--- src/hw/rtl/lse_pkg.sv ---
package lse_pkg;

    localparam int unsigned CHUNK_W   = 3;
    localparam int unsigned LEN_W     = 23;
    localparam int unsigned PCOUNT_W  = 25;
    localparam int unsigned HDR_IDX_W = 3;

    localparam logic [PCOUNT_W-1:0] PIXEL_LIMIT = 25'd16777216;

    typedef enum logic [1:0] {
        PH_IDLE    = 2'd0,
        PH_HEADER  = 2'd1,
        PH_PAYLOAD = 2'd2
    } phase_t;

    typedef enum logic [1:0] {
        KIND_LEN_OK  = 2'd0,
        KIND_LEN_BAD = 2'd1,
        KIND_PAYLOAD = 2'd2
    } kind_t;

    typedef struct packed {
        kind_t            kind;
        logic [7:0]       payload_byte;
        logic [LEN_W-1:0] length_value;
        logic             last;
    } res_t;

    typedef struct packed {
        logic             fit_ok;
        logic [LEN_W-1:0] max_len;
    } lim_t;

endpackage

--- src/hw/rtl/lse_cfg.sv ---
module lse_cfg #(
    parameter int HEADER_BYTES = 8
) (
    input  logic                           aclk,
    input  logic                           aresetn,
    input  logic                           cfg_wr,
    input  logic [lse_pkg::PCOUNT_W-1:0]   cfg_data,
    output lse_pkg::lim_t                  lim
);
    import lse_pkg::*;

    localparam logic [LEN_W-1:0] HDR_LEN = LEN_W'(HEADER_BYTES);

    logic [PCOUNT_W-1:0] pc_sat;
    logic [PCOUNT_W+1:0] pc_x3;
    logic [LEN_W-1:0]    cap_bytes;
    lim_t                lim_reg;
    lim_t                lim_next;

    // saturate, then floor(3 * pixels / 8) bytes of capacity
    always_comb begin
        pc_sat    = (cfg_data > PIXEL_LIMIT) ? PIXEL_LIMIT : cfg_data;
        pc_x3     = {2'b00, pc_sat} + {1'b0, pc_sat, 1'b0};
        cap_bytes = pc_x3[LEN_W+2:3];
        lim_next.fit_ok  = (cap_bytes >= HDR_LEN);
        lim_next.max_len = cap_bytes - HDR_LEN;
    end

    always_ff @(posedge aclk) begin
        if (!aresetn) begin
            lim_reg <= '0;
        end else if (cfg_wr) begin
            lim_reg <= lim_next;
        end
    end

    assign lim = lim_reg;

endmodule

--- src/hw/rtl/lse_core.sv ---
module lse_core #(
    parameter int HEADER_BYTES = 8
) (
    input  logic                          aclk,
    input  logic                          aresetn,
    input  logic                          en,
    input  logic [lse_pkg::CHUNK_W-1:0]   chunk,
    input  logic                          frame_start,
    input  lse_pkg::lim_t                 lim,
    output logic                          res_valid,
    output lse_pkg::res_t                 res
);
    import lse_pkg::*;

    localparam logic [HDR_IDX_W:0] HDR_LAST = (HDR_IDX_W+1)'(HEADER_BYTES - 1);

    phase_t                 phase_reg, phase_next, phase_cur;
    logic [1:0]             chunk_idx_reg, chunk_idx_next, chunk_idx_cur;
    logic [7:0]             byte_asm_reg, byte_asm_next, byte_asm_cur;
    logic [HDR_IDX_W-1:0]   hdr_idx_reg, hdr_idx_next, hdr_idx_cur;
    logic [LEN_W-1:0]       len_lo_reg, len_lo_next, len_lo_cur;
    logic                   len_hi_reg, len_hi_next, len_hi_cur;
    logic [LEN_W-1:0]       remain_reg, remain_next, remain_cur;

    logic                   active;
    logic                   in_header;
    logic                   in_payload;
    logic [7:0]             placed;
    logic [7:0]             byte_full;
    logic                   byte_done;
    logic [63:0]            contrib;
    logic [LEN_W-1:0]       len_lo_full;
    logic                   len_hi_full;
    logic                   hdr_final;
    logic                   len_fit;
    logic                   pay_final;

    // frame start clears assembly state before this pixel is used
    always_comb begin
        phase_cur     = frame_start ? PH_HEADER : phase_reg;
        chunk_idx_cur = frame_start ? '0 : chunk_idx_reg;
        byte_asm_cur  = frame_start ? '0 : byte_asm_reg;
        hdr_idx_cur   = frame_start ? '0 : hdr_idx_reg;
        len_lo_cur    = frame_start ? '0 : len_lo_reg;
        len_hi_cur    = frame_start ? 1'b0 : len_hi_reg;
        remain_cur    = frame_start ? '0 : remain_reg;

        in_header  = (phase_cur == PH_HEADER);
        in_payload = (phase_cur == PH_PAYLOAD);
        active     = in_header || in_payload;

        case (chunk_idx_cur)
            2'd0:    placed = {5'b00000, chunk};
            2'd1:    placed = {2'b00, chunk, 3'b000};
            2'd2:    placed = {chunk[1:0], 6'b000000};
            default: placed = '0;
        endcase
        byte_full = byte_asm_cur | placed;
        byte_done = (chunk_idx_cur == 2'd2);

        contrib     = {56'd0, byte_full} << {hdr_idx_cur, 3'b000};
        len_lo_full = len_lo_cur | contrib[LEN_W-1:0];
        len_hi_full = len_hi_cur | (|contrib[63:LEN_W]);
        hdr_final   = ({1'b0, hdr_idx_cur} == HDR_LAST);
        len_fit     = lim.fit_ok && !len_hi_full && (len_lo_full != '0)
                      && (len_lo_full <= lim.max_len);
        pay_final   = (remain_cur <= LEN_W'(1));
    end

    always_comb begin
        phase_next = phase_reg;
        if (en) begin
            unique case (phase_cur)
                PH_HEADER: begin
                    phase_next = PH_HEADER;
                    if (byte_done && hdr_final) begin
                        phase_next = len_fit ? PH_PAYLOAD : PH_IDLE;
                    end
                end
                PH_PAYLOAD: begin
                    phase_next = PH_PAYLOAD;
                    if (byte_done && pay_final) begin
                        phase_next = PH_IDLE;
                    end
                end
                default: phase_next = PH_IDLE;
            endcase
        end
    end

    always_comb begin
        chunk_idx_next = chunk_idx_reg;
        byte_asm_next  = byte_asm_reg;
        hdr_idx_next   = hdr_idx_reg;
        len_lo_next    = len_lo_reg;
        len_hi_next    = len_hi_reg;
        remain_next    = remain_reg;

        res_valid          = active && byte_done && ((in_header && hdr_final) || in_payload);
        res.kind           = in_payload ? KIND_PAYLOAD : (len_fit ? KIND_LEN_OK : KIND_LEN_BAD);
        res.payload_byte   = in_payload ? byte_full : 8'd0;
        res.length_value   = (in_header && len_fit) ? len_lo_full : '0;
        res.last           = in_payload && pay_final;

        if (en && active) begin
            hdr_idx_next = hdr_idx_cur;
            len_lo_next  = len_lo_cur;
            len_hi_next  = len_hi_cur;
            remain_next  = remain_cur;
            if (!byte_done) begin
                chunk_idx_next = chunk_idx_cur + 2'd1;
                byte_asm_next  = byte_full;
            end else begin
                chunk_idx_next = '0;
                byte_asm_next  = '0;
                if (in_header) begin
                    len_lo_next = len_lo_full;
                    len_hi_next = len_hi_full;
                    if (hdr_final) begin
                        hdr_idx_next = '0;
                        if (len_fit) begin
                            remain_next = len_lo_full;
                        end
                    end else begin
                        hdr_idx_next = hdr_idx_cur + HDR_IDX_W'(1);
                    end
                end else begin
                    remain_next = pay_final ? '0 : remain_cur - LEN_W'(1);
                end
            end
        end
    end

    always_ff @(posedge aclk) begin
        if (!aresetn) begin
            phase_reg     <= PH_IDLE;
            chunk_idx_reg <= '0;
            byte_asm_reg  <= '0;
            hdr_idx_reg   <= '0;
            len_lo_reg    <= '0;
            len_hi_reg    <= 1'b0;
            remain_reg    <= '0;
        end else begin
            phase_reg     <= phase_next;
            chunk_idx_reg <= chunk_idx_next;
            byte_asm_reg  <= byte_asm_next;
            hdr_idx_reg   <= hdr_idx_next;
            len_lo_reg    <= len_lo_next;
            len_hi_reg    <= len_hi_next;
            remain_reg    <= remain_next;
        end
    end

endmodule

--- src/hw/rtl/lsb_stego_extract_unit.sv ---
// 3-bit LSB steganography extractor.
// Input channel (s_*): one RGBA32 pixel per transaction; only bits 2..0 are used.
// s_frame_start marks the first pixel of an image and restarts extraction.
// Every three pixels build one byte. The first header bytes form a little-endian
// length, checked against the capacity given by the carrier's pixel total.
// Result channel (m_*): one transaction for the length verdict (accepted or
// rejected), then one per payload byte, m_last on the final byte. Pixels that
// complete no byte, and pixels outside a frame, give no transaction.
// Configuration channel (cfg_*): writes the carrier's pixel total; always ready; the
// user must see that it is used only between frames, which the block does not enforce.
// Each pixel passes the input register, the assembly logic and the result register.
// Throughput: one pixel per cycle while the receiver is ready, set by the single
// registered pass through the assembly logic between the input and result registers.
// Reset (aresetn low, synchronous) empties both registers, returns to idle and
// sets the pixel total to zero, so every length is rejected until written.
// A stalled receiver holds the result; one more pixel waits in the input
// register, after which s_ready drops until m_ready returns.
module lsb_stego_extract_unit #(
    parameter int HEADER_BYTES = 8
) (
    input  logic        aclk,
    input  logic        aresetn,

    input  logic        s_valid,
    output logic        s_ready,
    input  logic [31:0] s_pixel_word,
    input  logic        s_frame_start,

    output logic        m_valid,
    input  logic        m_ready,
    output logic [1:0]  m_kind,
    output logic [7:0]  m_payload_byte,
    output logic [22:0] m_length_value,
    output logic        m_last,

    input  logic        cfg_valid,
    output logic        cfg_ready,
    input  logic [24:0] cfg_data
);
    import lse_pkg::*;

    logic               in_valid_reg;
    logic [CHUNK_W-1:0] in_chunk_reg;
    logic               in_fs_reg;
    logic               m_valid_reg;
    res_t               m_res_reg;

    logic               advance;
    logic               res_valid;
    res_t               res;
    lim_t               lim;

    assign cfg_ready = 1'b1;

    lse_cfg #(
        .HEADER_BYTES(HEADER_BYTES)
    ) u_cfg (
        .aclk     (aclk),
        .aresetn  (aresetn),
        .cfg_wr   (cfg_valid && cfg_ready),
        .cfg_data (cfg_data),
        .lim      (lim)
    );

    lse_core #(
        .HEADER_BYTES(HEADER_BYTES)
    ) u_core (
        .aclk        (aclk),
        .aresetn     (aresetn),
        .en          (advance),
        .chunk       (in_chunk_reg),
        .frame_start (in_fs_reg),
        .lim         (lim),
        .res_valid   (res_valid),
        .res         (res)
    );

    assign advance = in_valid_reg && (!m_valid_reg || m_ready);
    assign s_ready = !in_valid_reg || advance;

    always_ff @(posedge aclk) begin
        if (!aresetn) begin
            in_valid_reg <= 1'b0;
        end else if (s_ready) begin
            in_valid_reg <= s_valid;
        end
    end

    always_ff @(posedge aclk) begin
        if (s_valid && s_ready) begin
            in_chunk_reg <= s_pixel_word[CHUNK_W-1:0];
            in_fs_reg    <= s_frame_start;
        end
    end

    always_ff @(posedge aclk) begin
        if (!aresetn) begin
            m_valid_reg <= 1'b0;
        end else if (advance) begin
            m_valid_reg <= res_valid;
        end else if (m_ready) begin
            m_valid_reg <= 1'b0;
        end
    end

    always_ff @(posedge aclk) begin
        if (advance && res_valid) begin
            m_res_reg <= res;
        end
    end

    assign m_valid        = m_valid_reg;
    assign m_kind         = m_res_reg.kind;
    assign m_payload_byte = m_res_reg.payload_byte;
    assign m_length_value = m_res_reg.length_value;
    assign m_last         = m_res_reg.last;

    a_last_only_on_payload : assert property (@(posedge aclk) disable iff (!aresetn)
        (m_valid && m_last) |-> (m_kind == KIND_PAYLOAD))
        else $error("last mark on a non-payload transaction");

    a_accepted_len_nonzero : assert property (@(posedge aclk) disable iff (!aresetn)
        (m_valid && m_kind == KIND_LEN_OK) |-> (m_length_value != '0))
        else $error("accepted length of zero");

    a_input_held : assert property (@(posedge aclk) disable iff (!aresetn)
        (in_valid_reg && !advance) |=> (in_valid_reg && $stable(in_chunk_reg)
                                        && $stable(in_fs_reg)))
        else $error("pending pixel lost while result stalled");

    a_stall_blocks_core : assert property (@(posedge aclk) disable iff (!aresetn)
        (m_valid && !m_ready) |-> !advance)
        else $error("core advanced over a held result");

endmodule

--- config.mk ---
export PLATFORM = sky130hd
export DESIGN_NAME = lsb_stego_extract_unit
export DESIGN_NICKNAME = d
export VERILOG_FILES = /design/src/hw/rtl/lse_pkg.sv /design/src/hw/rtl/lse_cfg.sv /design/src/hw/rtl/lse_core.sv /design/src/hw/rtl/lsb_stego_extract_unit.sv
export SDC_FILE = /design/constraint.sdc
export NUM_CORES = 1
export LEC_CHECK = 0
export BUFFER_PORTS_ARGS = -buffer_cell sky130_fd_sc_hd__buf_2
export CAP_MARGIN = 20
export CORE_ASPECT_RATIO = 0.75
export CORE_MARGIN = 2
export CORE_UTILIZATION = 40
export DETAILED_ROUTE_END_ITERATION = 16
export PLACE_DENSITY = 0.55
export REMOVE_ABC_BUFFERS = 1
export SYNTH_ARGS = -nofsm -noshare
export SYNTH_HDL_FRONTEND = slang
export SYNTH_SLANG_ARGS = --single-unit
--- constraint.sdc ---
create_clock -name aclk -period 5.4 [get_ports aclk]
set_input_delay 0.54 -clock aclk [delete_from_list [all_inputs] [get_ports aclk]]
set_output_delay 0.54 -clock aclk [all_outputs]
set_load 0.1 [all_outputs]
==> key figures <==
Die
  • Core area: 22,880 um^2
  • DIE AREA: approximately 24,000 um^2
  • Row Count: between 40 and 50
  • Chip height: roughly 140 um
  • Die width: roughly 180 um
  • Ports: 100
  • Initial core utilization: between 40% and 50%

Routing
  • Vias post-DR: between 9,000 and 10,000
  • Iter 0 DRT Violations: about 1,100
  • Antenna-violating nets left: 0
  • # DRC: 0
  • Routed wire length: approximately 28 mm
  • Routed wire length per instance: around 19 um
  • DRT Pass-1 Iters: 5
  • DR vias/cell: 5.921

Yosys
  • Seq cells post-synth: roughly 130
  • YS warnings: 0
  • Synth Instances: around 1,200
  • Post-synth EDFFs: 38
  • Async set or reset register ratio after synthesis: 0%
  • Synth top area cells: dfxtp_1 (19%), edfxtp_1 (12%), ha_1 (5.9%)
  • Area leader, netlist: dfxtp_1
  • Register area share after synthesis: a little under a third
  • Unique masters post-synth: slightly above 80
  • Synth top cells by count: nor2_1 (146), a21oi_1 (90), dfxtp_1 (88)
  • Count leader, synth: nor2_1
  • Mapped cell area: ~9300 um^2
  • Avg Inst Size Synth: between 7 and 8 um^2
  • Ys flop type: dfxtp_1
  • Share of the synthesized area in the top cell type: between 10% and 20%

Pwr
  • Pint: 1.847 mW
  • Sequential share of power: 38.3%
  • Comb pwr share: about 18%
  • PwrDens: roughly 250 nW/um^2
  • Sw frac: 29.80%
  • Worst IR drop on VDD: around 0.00020 V
  • Clock power share: between 40% and 50%
  • Net Sw Power: just under 0.8 mW
  • P_leak: ~4.2 nW

Clock tree
  • H-tree depth: 4
  • # hold bufs at CTS: 0
  • Clock Sinks: between 100 and 150
  • CTS tree: done
  • CTS buffer count: 17
  • CTS max path bufs: 2
  • Clock-pin slew on the worst setup and hold paths: around 60 ps
  • Worst skew pair latency: roughly 420 ps
  • Clock root cell: clkbuf_16

Worst setup path
  • CP max stage delay: just over 500 ps
  • FF-to-FF Start: in_fs_reg
  • Worst r2r dst: u_core.remain_reg[6]
  • Cell depth of the worst flop-to-flop path: 17
  • Crit path cell chain: o21bai_1, a22oi_1, nor2_1, a21oi_1, inv_1, ha_1, nand4_1, or2_2, nor3_1, inv_1, nor4_1, a31oi_1, nor4_4, buf_12, mux2_2, a221oi_1, nor3_1
  • R2R Setup Slk: ~460 ps
  • Worst-path maximum fanout: 25
  • Crit end category: flip-flop
  • Startpoint Class: flip-flop
  • Worst EP arrival: 5220 ps
  • CP required: about 5700 ps
  • Worst setup path class: reg2reg
  • Slowest cell on crit path: edfxtp_1

Final layout
  • Design area: between 10,000 and 15,000 um^2
  • Seq. cell area: between 2000 and 3000 um^2
  • Fill cell count: about 2,300
  • Max reg flops: 24
  • Final non-filler cell total: between 1,500 and 2,000
  • Final core utilization: 45.98%
  • Synthesis-to-finish area growth: 13.48%
  • Final nets: between 1,000 and 1,500
  • Multi-input gate area: 5818 um^2
  • # diodes: 0
  • Share of layout cells above drive strength 1: about an eighth

Timing
  • Max-slew violations: 0
  • F_max: slightly above 200 MHz
  • Hold WS: about 300 ps
  • RSZ-0062 raised after global routing: false
  • Final hold violations: 0
  • Endpoints failing setup: 0
  • Fin crit period: 4938 ps
  • Worst slew margin: 29.01%
  • Worst-Margin Slew: 1062 ps
  • Clock Skew: 14.89 ps
  • Period utilization: between 90% and 100%

Placement
  • Gpl congestion: 0.9261
  • DPL Wire Length: between 20 and 25 mm
  • Port-buffer cells: 69
  • Dpl cells: roughly 1,500
  • Placed standard-cell area: 9928 um^2

Global route
  • Vias in the first global route: 8,062
  • Met3 Use GR: 5.143%
  • Global-route wire length before repair: between 40 and 50 mm
  • M1 GR Usage: between 30% and 40%
  • Total track usage: a little under a quarter
  • GRT busiest layer: met1
  • Met2 usage: 30.95%
  • GR Overflow Total: 0
  • Initial antenna violation count: 0
  • Largest net degree at the start of global routing: 53

Hold path
  • WHS Endpoint: in_fs_reg
  • HP Class: in2reg
  • Hold path start: s_frame_start
  • Cell depth of the worst min-delay path: 1

Run status
  • Outcome: complete, no violations

Run
  • Max_cap viols: 0
## cells by family (layout without fill, tap and decap cells)
group / Yosys count / count (layout) / share of synthesized area, %
multiplexers: 32 / 32 / 3.509
AO/OA/AOI/OAI: 352 / 352 / 25.50
XOR/XNOR: 43 / 43 / 4.063
adder cells (fa/ha/maj): 45 / 45 / 6.047
AND/OR/NAND/NOR: 430 / 430 / 23.46
other: 1 / 1 / 0.04045
flip-flops: 126 / 126 / 31.31
buffers and inverters: 141 / 197 / 6.074
## layout by cell type (no fill, tap or decap), types with 20 or more instances in the layout
| master | instances |
|---|---|
| a21oi_1 | 89 |
| a221oi_1 | 22 |
| a22oi_1 | 42 |
| and2_1 | 20 |
| buf_2 | 69 |
| buf_4 | 30 |
| dfxtp_1 | 88 |
| edfxtp_1 | 38 |
| ha_1 | 44 |
| inv_1 | 62 |
| mux2i_1 | 28 |
| nand2_1 | 79 |
| nand3_1 | 21 |
| nor2_1 | 144 |
| nor3_1 | 44 |
| o21ai_0 | 59 |
| xnor2_1 | 25 |
## metrics by stage
stage | TNS [ps] | setup WS [ps] | power (mW)
2_1_floorplan | -1241 | -257.9 | 1.335
4_1_cts | 0 | 511.1 | 2.641
6_report | 0 | 462.3 | 2.631
3_3_place_gp | 0 | 561.2 | 1.488
5_1_grt | 0 | 95.27 | 2.748
3_5_place_dp | 0 | 535.3 | 1.488
## layout make-up
cell class | count | area share, %
multi-input combinational | 903 | 55.30
sequential | 126 | 27.59
timing repair buffer | 100 | 5.614
clock buffer | 17 | 4.044
tap | 300 | 3.568
inverter | 65 | 2.331
clock inverter | 15 | 1.546
## timing repair
item,CTS,global route
setup endpoints to repair,0,4
resized for setup,0,1
buffers inserted,0,0
hold endpoints to repair,0,0
## power by group through the flow
| stage | logic, mW | clock network (mW) | registers, mW |
|---|---|---|---|
| floorplan | 0.308 | 0 | 1.03 |
| global placement | 0.460 | 0 | 1.03 |
| detailed placement | 0.460 | 0 | 1.03 |
| CTS | 0.462 | 1.17 | 1.01 |
| global route | 0.521 | 1.22 | 1.01 |
| finish | 0.469 | 1.15 | 1.01 |
## metal layers
layer  vias up  part of all wire (%)  wire, um
met4         0                  0.79       225
met1      4276                    53     14980
li1       4382                     -         -
met3        24                   8.5      2424
met5         -                     0         0
met2       354                    38     10760
## worst max-delay path: cells and delay by family, from the launching register on
kind / cells / cell delay (ps)
AO/OA/AOI/OAI: 5 / 1340
AND/OR/NAND/NOR: 7 / 1820
multiplexers: 1 / 350
flip-flops: 1 / 510
adder cells (fa/ha/maj): 1 / 330
buffers and inverters: 3 / 430
## worst max-delay path by stage
stage / from / to / slack (ps)
4_1_cts: in_fs_reg / u_core.remain_reg[6] / 510
2_1_floorplan: in_fs_reg / u_core.remain_reg[6] / -260
3_5_place_dp: in_fs_reg / u_core.remain_reg[6] / 540
3_3_place_gp: in_fs_reg / u_core.remain_reg[6] / 560
6_report: in_fs_reg / u_core.remain_reg[6] / 460
5_1_grt: in_fs_reg / u_core.remain_reg[3] / 100
Power figures use the tool's default switching activity.
